## src/hdl/dkvf_pkg.sv

```systemverilog
// Shared constants and types for the deduplicating key/value queue.
`default_nettype none
package dkvf_pkg;

    // Parameter defaults
    localparam int DEPTH_DEF       = 16;
    localparam int KEY_WIDTH_DEF   = 32;
    localparam int VALUE_WIDTH_DEF = 32;

    // Fixed port field widths
    localparam int FIELD_W = 32;
    localparam int IDX_W   = 5;
    localparam int STAT_W  = 2;
    localparam int WIDE_W  = 64;

    // Operation codes
    localparam logic OP_PUSH = 1'b0;
    localparam logic OP_POP  = 1'b1;

    // Status codes
    localparam logic [STAT_W-1:0] STATUS_OK    = 2'd0;
    localparam logic [STAT_W-1:0] STATUS_DUP   = 2'd1;
    localparam logic [STAT_W-1:0] STATUS_EMPTY = 2'd2;
    localparam logic [STAT_W-1:0] STATUS_FULL  = 2'd3;

    // Per-cell control from the sequencer
    typedef struct packed {
        logic cmp;   // register the key compare for a new request
        logic shift; // take the neighbor's entry (pop)
        logic load;  // take the broadcast entry (push)
    } t_cell_ctl;

endpackage
`default_nettype wire

```

## src/hdl/dkvf_cell.sv

```systemverilog
// One queue cell: holds one entry, compares its key, shifts toward the head.
`default_nettype none
module dkvf_cell #(
    parameter int KEY_WIDTH   = dkvf_pkg::KEY_WIDTH_DEF,
    parameter int VALUE_WIDTH = dkvf_pkg::VALUE_WIDTH_DEF
) (
    input  wire                          i_clk,
    input  dkvf_pkg::t_cell_ctl          i_ctl,
    input  wire                          i_live,
    input  wire  [KEY_WIDTH-1:0]         i_cmp_key,
    input  wire  [KEY_WIDTH-1:0]         i_load_key,
    input  wire  [VALUE_WIDTH-1:0]       i_load_value,
    input  wire  [dkvf_pkg::IDX_W-1:0]   i_load_index,
    input  wire  [KEY_WIDTH-1:0]         i_nb_key,
    input  wire  [VALUE_WIDTH-1:0]       i_nb_value,
    input  wire  [dkvf_pkg::IDX_W-1:0]   i_nb_index,
    output logic [KEY_WIDTH-1:0]         o_key,
    output logic [VALUE_WIDTH-1:0]       o_value,
    output logic [dkvf_pkg::IDX_W-1:0]   o_index,
    output logic                         o_match
);

    logic [KEY_WIDTH-1:0]       r_key;
    logic [VALUE_WIDTH-1:0]     r_value;
    logic [dkvf_pkg::IDX_W-1:0] r_index;
    logic                       r_match;

    // Entry storage: load on push, shift on pop
    always_ff @(posedge i_clk) begin
        if (i_ctl.load) begin
            r_key   <= i_load_key;
            r_value <= i_load_value;
            r_index <= i_load_index;
        end else if (i_ctl.shift) begin
            r_key   <= i_nb_key;
            r_value <= i_nb_value;
            r_index <= i_nb_index;
        end
    end

    // Registered key compare, only live cells can match
    always_ff @(posedge i_clk) begin
        if (i_ctl.cmp) begin
            r_match <= i_live && (r_key == i_cmp_key);
        end
    end

    assign o_key   = r_key;
    assign o_value = r_value;
    assign o_index = r_index;
    assign o_match = r_match;

endmodule
`default_nettype wire

```

## src/hdl/dedup_key_value_fifo_unit.sv

```systemverilog
// Top level of the deduplicating key/value queue: cell chain and sequencer.
//
// For each request, in the accepting cycle each cell compares
// its stored key with the request key and registers the outcome; in the
// next cycle (busy high) the match bits are ORed, the chain is loaded or
// shifted, and the result is registered. The result is on the output ports
// with o_done high for exactly one cycle, the cycle after busy, and must be
// taken then; a new request may be started in that same cycle, as busy is
// low again, and none is taken while busy is high. Entry 0 of the chain is
// always the oldest entry; pops shift every cell toward it.
`default_nettype none
module dedup_key_value_fifo_unit #(
    parameter int DEPTH       = dkvf_pkg::DEPTH_DEF,
    parameter int KEY_WIDTH   = dkvf_pkg::KEY_WIDTH_DEF,
    parameter int VALUE_WIDTH = dkvf_pkg::VALUE_WIDTH_DEF
) (
    input  wire                             i_clk,
    input  wire                             i_rst_n,
    input  wire                             start,
    output logic                            busy,
    input  wire                             i_operation,
    input  wire  [dkvf_pkg::FIELD_W-1:0]    i_key,
    input  wire  [dkvf_pkg::FIELD_W-1:0]    i_value,
    output logic                            o_done,
    output logic [dkvf_pkg::STAT_W-1:0]     o_status,
    output logic [dkvf_pkg::FIELD_W-1:0]    o_out_key,
    output logic [dkvf_pkg::FIELD_W-1:0]    o_out_value,
    output logic [dkvf_pkg::IDX_W-1:0]      o_out_index
);

    localparam int CNT_W = $clog2(DEPTH + 1);
    localparam int FW    = dkvf_pkg::FIELD_W;
    localparam int WW    = dkvf_pkg::WIDE_W;
    localparam int IW    = dkvf_pkg::IDX_W;

    // Sequencer states
    localparam logic ST_IDLE = 1'b0;
    localparam logic ST_EXEC = 1'b1;

    logic                  r_state, n_state;
    logic [CNT_W-1:0]      r_count, n_count;
    logic                  r_op;
    logic [KEY_WIDTH-1:0]  r_key;
    logic [VALUE_WIDTH-1:0] r_value;

    logic                  r_done, n_done;
    logic [dkvf_pkg::STAT_W-1:0] r_status, n_status;
    logic [FW-1:0]         r_out_key, n_out_key;
    logic [FW-1:0]         r_out_value, n_out_value;
    logic [IW-1:0]         r_out_index, n_out_index;

    logic                  accept;
    logic [KEY_WIDTH-1:0]  in_key;
    logic [VALUE_WIDTH-1:0] in_value;
    logic                  any_match;
    logic                  push_ok;
    logic                  pop_ok;
    logic [31:0]           count_inc;
    logic [IW-1:0]         push_index;
    logic [WW-1:0]         head_key_wide;
    logic [WW-1:0]         head_value_wide;

    logic [KEY_WIDTH-1:0]   w_key   [DEPTH];
    logic [VALUE_WIDTH-1:0] w_value [DEPTH];
    logic [IW-1:0]          w_index [DEPTH];
    logic [DEPTH-1:0]       w_match;
    dkvf_pkg::t_cell_ctl    w_ctl   [DEPTH];
    logic [DEPTH-1:0]       w_live;

    assign accept = start && !busy;
    assign busy   = (r_state == ST_EXEC);

    // Fit request fields to the stored widths
    always_comb begin
        logic [WW-1:0] kw;
        logic [WW-1:0] vw;
        kw       = {{(WW-FW){1'b0}}, i_key};
        vw       = {{(WW-FW){1'b0}}, i_value};
        in_key   = kw[KEY_WIDTH-1:0];
        in_value = vw[VALUE_WIDTH-1:0];
    end

    // Request capture
    always_ff @(posedge i_clk) begin
        if (accept) begin
            r_op    <= i_operation;
            r_key   <= in_key;
            r_value <= in_value;
        end
    end

    // Decision for the request in flight
    assign any_match  = |w_match;
    assign push_ok    = busy && (r_op == dkvf_pkg::OP_PUSH) && !any_match
                        && (r_count < CNT_W'(DEPTH));
    assign pop_ok     = busy && (r_op == dkvf_pkg::OP_POP) && (r_count != '0);
    assign count_inc  = 32'(r_count) + 32'd1;
    assign push_index = count_inc[IW-1:0];

    // Cell chain
    for (genvar g = 0; g < DEPTH; g++) begin : g_cell
        localparam int NB = (g == DEPTH - 1) ? g : g + 1;

        assign w_live[g]      = (CNT_W'(g) < r_count);
        assign w_ctl[g].cmp   = accept;
        assign w_ctl[g].shift = pop_ok;
        assign w_ctl[g].load  = push_ok && (r_count == CNT_W'(g));

        dkvf_cell #(
            .KEY_WIDTH   (KEY_WIDTH),
            .VALUE_WIDTH (VALUE_WIDTH)
        ) u_cell (
            .i_clk        (i_clk),
            .i_ctl        (w_ctl[g]),
            .i_live       (w_live[g]),
            .i_cmp_key    (in_key),
            .i_load_key   (r_key),
            .i_load_value (r_value),
            .i_load_index (push_index),
            .i_nb_key     (w_key[NB]),
            .i_nb_value   (w_value[NB]),
            .i_nb_index   (w_index[NB]),
            .o_key        (w_key[g]),
            .o_value      (w_value[g]),
            .o_index      (w_index[g]),
            .o_match      (w_match[g])
        );
    end

    assign head_key_wide   = WW'(w_key[0]);
    assign head_value_wide = WW'(w_value[0]);

    // Next state and result
    always_comb begin
        n_state     = r_state;
        n_count     = r_count;
        n_done      = 1'b0;
        n_status    = dkvf_pkg::STATUS_OK;
        n_out_key   = '0;
        n_out_value = '0;
        n_out_index = '0;
        case (r_state)
            ST_IDLE: begin
                if (accept) begin
                    n_state = ST_EXEC;
                end
            end
            ST_EXEC: begin
                n_state = ST_IDLE;
                n_done  = 1'b1;
                if (r_op == dkvf_pkg::OP_PUSH) begin
                    if (any_match) begin
                        n_status = dkvf_pkg::STATUS_DUP;
                    end else if (!push_ok) begin
                        n_status = dkvf_pkg::STATUS_FULL;
                    end else begin
                        n_count     = r_count + CNT_W'(1);
                        n_out_index = push_index;
                    end
                end else begin
                    if (!pop_ok) begin
                        n_status = dkvf_pkg::STATUS_EMPTY;
                    end else begin
                        n_count     = r_count - CNT_W'(1);
                        n_out_key   = head_key_wide[FW-1:0];
                        n_out_value = head_value_wide[FW-1:0];
                        n_out_index = w_index[0];
                    end
                end
            end
            default: begin
                n_state = ST_IDLE;
            end
        endcase
    end

    // Control registers
    always_ff @(posedge i_clk) begin
        if (!i_rst_n) begin
            r_state <= ST_IDLE;
            r_count <= '0;
            r_done  <= 1'b0;
        end else begin
            r_state <= n_state;
            r_count <= n_count;
            r_done  <= n_done;
        end
    end

    // Result registers
    always_ff @(posedge i_clk) begin
        r_status    <= n_status;
        r_out_key   <= n_out_key;
        r_out_value <= n_out_value;
        r_out_index <= n_out_index;
    end

    assign o_done      = r_done;
    assign o_status    = r_status;
    assign o_out_key   = r_out_key;
    assign o_out_value = r_out_value;
    assign o_out_index = r_out_index;

    // Checks
    a_done_after_exec: assert property (@(posedge i_clk) disable iff (!i_rst_n)
        o_done |-> $past(r_state == ST_EXEC))
        else $error("result strobe without an executing request");

    a_count_bound: assert property (@(posedge i_clk) disable iff (!i_rst_n)
        r_count <= CNT_W'(DEPTH))
        else $error("entry count above depth");

    a_empty_status: assert property (@(posedge i_clk) disable iff (!i_rst_n)
        (o_done && o_status == dkvf_pkg::STATUS_EMPTY) |-> ($past(r_count) == '0))
        else $error("empty status with live entries");

    a_count_step: assert property (@(posedge i_clk) disable iff (!i_rst_n)
        (r_state == ST_IDLE) |=> ($stable(r_count) || !$past(busy)))
        else $error("entry count changed outside execution");

endmodule
`default_nettype wire

```

## config.mk

```make
export PLATFORM = sky130hd
export DESIGN_NAME = dedup_key_value_fifo_unit
export DESIGN_NICKNAME = d
export VERILOG_FILES = /design/src/hdl/dkvf_pkg.sv /design/src/hdl/dkvf_cell.sv /design/src/hdl/dedup_key_value_fifo_unit.sv
export SDC_FILE = /design/constraint.sdc
export NUM_CORES = 2
export LEC_CHECK = 0
export BUFFER_PORTS_ARGS = -buffer_cell sky130_fd_sc_hd__buf_2
export CORE_AREA = 8 8 434 308
export DETAILED_ROUTE_END_ITERATION = 12
export DIE_AREA = 0 0 442 316
export GPL_TIMING_DRIVEN = 0
export PLACE_DENSITY = 0.63
export SLEW_MARGIN = 20
export SYNTH_ARGS = -nofsm -noshare
export SYNTH_HDL_FRONTEND = slang
export SYNTH_SLANG_ARGS = --single-unit
```

## constraint.sdc

```tcl
create_clock -name i_clk -period 5.8 [get_ports i_clk]
set_input_delay 0.29 -clock i_clk [delete_from_list [all_inputs] [get_ports i_clk]]
set_output_delay 0.29 -clock i_clk [all_outputs]
set_load 0.02 [all_outputs]
```

* Word level (Yosys, flattened, before mapping)
Index checks and enable logic that the tools add are counted.
W data, S select, Z words.
** Cells by class
- Order comparisons :: 17
- Bitwise logic cells :: 2
- Multiplexer cells :: 105
- $add $sub $neg :: 3
- Reduce and logical (&&, ||, !) cells :: 61
- Equality and inequality tests :: 33
** Operators with widths (count)
- $mux W32 :: 60
- $eq A32 B32 Y1 :: 16
- $mux W5 :: 38
- $eq A5 B4 Y1 const B :: 8
- $lt A4 B5 Y1 const A :: 8
- $logic_and A1 B1 Y1 :: 38
- $reduce_bool A2 Y1 :: 16
- $eq A5 B3 Y1 const B :: 4
- $lt A3 B5 Y1 const A :: 4
- $reduce_or A16 Y1 :: 1
- $add A5 B1 Y5 const B :: 2
- $eq A5 B2 Y1 const B :: 2
- $lt A1 B5 Y1 const A :: 2
- $lt A2 B5 Y1 const A :: 2
- $mux W2 :: 4
- $eq A5 B1 Y1 const B :: 1
- $logic_not A5 Y1 :: 1
- $lt A5 B5 Y1 const B :: 1
- $reduce_bool A5 Y1 :: 1
- $sub A5 B1 Y5 const B :: 1
- $reduce_and A4 Y1 :: 1
- $reduce_and A3 Y1 :: 1
- $logic_not A1 Y1 :: 2
- $mux W1 :: 2
- 4 further kinds :: 5
** Word-level totals
- Bits in registers :: 1263
- Output and inout port bits :: 73
- Input port bits :: 68
- Word-level logic and storage cells :: 295

* Depth between registers and ports, before layout
- Word-level depth :: 7
- Depth in mapped cells :: 11
- Depth with buffers taken out :: 6

* Modules after synthesis
A second synthesis with hierarchy kept.
** Unflattened totals
- Cells, all modules :: 3414
- Area total of the unflattened synthesis :: 57222.4 sq um
** By module, submodules not included
- dkvf_cell :: sequential area each 2102.0 sq um, area each 3280.6 sq um, cells an instance 192, times used 16
- dedup_key_value_fifo_unit :: sequential area each 3513.4 sq um, area each 4732.0 sq um, cells an instance 342, times used 1

* Worst setup path before layout
Ideal clock, no wire load.
- Kind :: register to register
- Start point :: register r_state, in the netlist busy
- End point :: register g_cell[15].u_cell.r_index (netlist bit g_cell[15].u_cell.o_index[0]), enable pin
- Period minus slack after synthesis :: 6.396 ns
- Stages on the path, launching flop included :: 5
- Setup time :: 0.581 ns
- Path buffers :: 1
- Slack :: -0.596 ns
- Required time :: 5.219 ns
- Arrival time :: 5.815 ns
- Path through :: dfxtp_1 buf_2 nor3b_2 nand4_1 nor3_1
** RTL lines
- from (decl) :: RTL line dedup_key_value_fifo_unit.sv:40 : logic r_state, n_state;
- from (signal assigned) :: RTL line dedup_key_value_fifo_unit.sv:184 : r_state <= n_state;
- to (signal assigned) :: RTL line dkvf_cell.sv:33 : r_index <= i_load_index;
- to (signal assigned) :: RTL line dkvf_cell.sv:37 : r_index <= i_nb_index;
- to (decl) :: RTL line dkvf_cell.sv:25 : logic [dkvf_pkg::IDX_W-1:0] r_index;

* Final worst setup path
- Start point :: register r_count[0]
- End point :: register g_cell[8].u_cell.r_key[22], enable pin
** On the way
- Cells in the longest elaborated chain, start to end :: 4
- Elaborated cells on any way between the ends :: 7
- Classes of those cells :: 1 x order compare; 1 x eq/ne; 5 x reduce/logical
** Ends and longest elaborated chain
- from (decl) :: RTL line dedup_key_value_fifo_unit.sv:41 : logic [CNT_W-1:0] r_count, n_count;
- from (signal assigned) :: RTL line dedup_key_value_fifo_unit.sv:185 : r_count <= n_count;
- $lt A5 B5 Y1 :: RTL line dedup_key_value_fifo_unit.sv:95 : && (r_count < CNT_W'(DEPTH));
- $logic_and A1 B1 Y1 :: RTL line dedup_key_value_fifo_unit.sv:95
- $logic_and A1 B1 Y1 :: RTL line dedup_key_value_fifo_unit.sv:107 : assign w_ctl[g].load = push_ok && (r_count == CNT_W'(g));
- $reduce_bool A2 Y1 (no line) *
- to (signal assigned) :: RTL line dkvf_cell.sv:31 : r_key <= i_load_key;
- to (signal assigned) :: RTL line dkvf_cell.sv:35 : r_key <= i_nb_key;
- to (decl) :: RTL line dkvf_cell.sv:23 : logic [KEY_WIDTH-1:0] r_key;
Every way passes the cells marked *; elsewhere a longest branch is shown, timed or not.
A chain may end at the register's enable or synchronous reset.

==> impl_metrics.json <==
{
  "die_area_mm2": 0.140,
  "async_flop_share_pct": 0,
  "post_cts_buffers": 0,
  "cts_root_buffer": "clkbuf_16",
  "wl_per_cell_um": 29.2,
  "drv_cap": 0,
  "clock_latency_ps": 770,
  "tns_ps": 0,
  "die_w_um": 442,
  "synth.distinct_cells": 48,
  "ir_worst_vdd_v": 0.000258,
  "drtPass1Iterations": 5,
  "synth_cells": 3463,
  "crit_type": "flip-flop to flip-flop",
  "final_max_slew_viol_count": 0,
  "syn-num-nets": 3536,
  "drive_gt1_share_pct": 33.5,
  "cts_buffers": 132,
  "via_per_inst": 5.69,
  "portBuffers": 140,
  "slew_headroom_pct": 15.7,
  "startpoint_type": "flip-flop",
  "clock_skew_ps": 23.6,
  "r2r_cells": 10,
  "hold_class": "input port to flip-flop",
  "r2r_end": "g_cell[8].u_cell.o_key[22]$_DFFE_PP_",
  "endpoint_kind": "flip-flop",
  "drc": 0,
  "track_usage_pct": 22.8,
  "min_period_over_period_pct": 97.5,
  "synth_most_common_cell": "edfxtp_1",
  "netlist.top_cell.by_area": "edfxtp_1",
  "worst_pin_slew_ps": 1260,
  "grt_pass1_vias": 30500,
  "required_ps": 6270,
  "die_h_um": 316,
  "core.rowCount": 110,
  "yosys_most_used_dff": "edfxtp_1",
  "syn_area_mm2": 0.0567,
  "grt.overflow.total": 0,
  "min-delay-start": "i_value[10]",
  "nets": 3906,
  "setup_slack_ps": 147,
  "hold_viol": 0,
  "critPathCapture": "g_cell[8].u_cell.o_key[22]$_DFFE_PP_",
  "ios": 141,
  "hpwl_mm": 122,
  "p_total_mw": 19.1,
  "start_util_pct": 44.5,
  "routed_wl_mm": 164,
  "clock-sinks": 1263,
  "antenna_found_initial": 5,
  "synth_top_area_share_pct": 62.8,
  "fin_crit_ps": 5650,
  "ant_nets": 0,
  "vias": 32000,
  "crit_path_start": "r_count[0]$_SDFFE_PN0P_",
  "grt_pass1_wl_mm": 229,
  "synth.avg_cell_area_um2": 16.4,
  "area.growth.synth_to_final_pct": 15.1,
  "rrSetupSlack_ps": 150,
  "dr.first_iter.drc_count": 4109,
  "synth-seq-area-share_pct": 65.5,
  "finalSetupViolations": 0,
  "synth_common_cells": "edfxtp_1 (1185), mux2_2 (831), xor2_1 (436)",
  "ys.warnings.count": 0,
  "p_leak_nw": 22.0,
  "clock.fmax_mhz": 177,
  "p_per_area_mw_per_mm2": 292,
  "dp_slack_ps": 294,
  "clk_pin_slew_ps": 70,
  "cts_tree": "done",
  "grt_max_degree": 46,
  "r2r_start": "r_count[0]$_SDFFE_PN0P_",
  "clock_path_buffers": 3,
  "gp_congestion": 0.984,
  "placed_cells": 5310,
  "status": "completed",
  "cp_data_arrival_time_ps": 6120,
  "ys_ff_latch": 1263,
  "synth_edf_count": 1185,
  "worstPathMaxFanout": 40,
  "rsz0062_at_grt": "false",
  "synth_area_leaders": "edfxtp_1 (63%), mux2_2 (17%), xor2_1 (6.7%)",
  "htreeDepth": 4,
  "final_cells": 5624,
  "core_mm2": 0.127
}
==> what timing repair did <==
item	in CTS	in global routing
hold buffers	67	0
endpoints found under the setup margin	0	24
gates resized for setup	0	2
hold endpoints to repair	77	0
==> state kept, by name, summed over array words and instances (netlist names) <==
| register | flops |
|---|---|
| o_status | 2 |
| o_done | 1 |
| g_cell.u_cell.o_index | 80 |
| g_cell.u_cell.o_match | 16 |
| o_out_index | 5 |
| r_count | 5 |
| g_cell.u_cell.o_key | 512 |
| r_key | 32 |
| o_out_key | 32 |
| r_value | 32 |
| busy | 1 |
| o_out_value | 32 |
| r_op | 1 |
| g_cell.u_cell.o_value | 512 |
==> report_power, final <==
group | total (mW) | switching, mW | internal, mW
clock | 8.50 | 3.64 | 4.86
sequential | 9.94 | 0.0755 | 9.87
combinational | 0.608 | 0.440 | 0.169
==> per-stage QoR <==
| step | util [%] | cell area (um2) | hold slack (ps) |
|---|---|---|---|
| floorplan | - | 56700 | 389 |
| global placement | 46.7 | 59500 | 424 |
| detailed placement | 47.3 | 60300 | 426 |
| CTS | 51.2 | 65200 | 179 |
| global route | 51.3 | 65300 | 188 |
| finish | 51.3 | 65300 | 223 |
==> layer usage <==
layer / wire [um] / track usage [%]
met1: 78900 / 36.9
met2: 64800 / 30.5
met3: 16700 / 4.68
met4: 4030 / 6.19
met5: 0 / 0
==> cells in the final DEF (no fill, tap or decap), types with 25 or more instances in the layout <==
cell type      count
dlygate4sd3_1     67
mux2_2           831
and2_1            71
clkinv_2          25
clkbuf_1         182
xnor2_1           80
dfxtp_1           78
clkinv_1          26
clkbuf_16        140
nand3_1           30
edfxtp_1        1185
nor4_1           112
nand4_1           39
buf_2            227
mux2_1           169
xor2_1           436
==> logic make-up after synthesis <==
group           after synthesis  share of synthesized area, %
xor+xnor                    516                          7.97
flops                      1263                          65.5
compound gates               29                         0.380
buf+inv                     268                          1.97
simple gates                373                          4.03
fa+ha+maj                     5                         0.110
mux                        1009                          20.0
==> layout make-up <==
cell class,instances,area [um2]
Tap cell,1680,2100
Inverter,7,26.3
Sequential cell,1263,37100
Antenna cell,3,7.51
Buffer,261,1110
Clock inverter,69,594
Multi-Input combinational cell,1932,18600
Timing Repair Buffer,236,2000
Fill cell,10400,62000
Clock buffer,173,3700
==> worst max-delay path, stage by stage (launching register included) <==
cell and delay, ps:
dfxtp_1 330, clkbuf_1 260, inv_1 210, clkbuf_1 710, ha_1 460, or4b_1 460, clkbuf_1 270, nand3_1 750
clkdlybuf4s15_1 930, nand2_4 540, buf_16 360
==> worst min-delay path by stage <==
stage	end	slack, ps	cells past startpoint
CTS	r_value[12]$_DFFE_PP_	180	2
floorplan	r_key[0]$_DFFE_PP_	390	0
global placement	o_out_value[0]$_SDFF_PN0_	420	1
finish	r_value[10]$_DFFE_PP_	220	2
global route	r_value[10]$_DFFE_PP_	190	2
detailed placement	o_out_value[15]$_SDFF_PN0_	430	1
(Power assumes the default switching activity.)
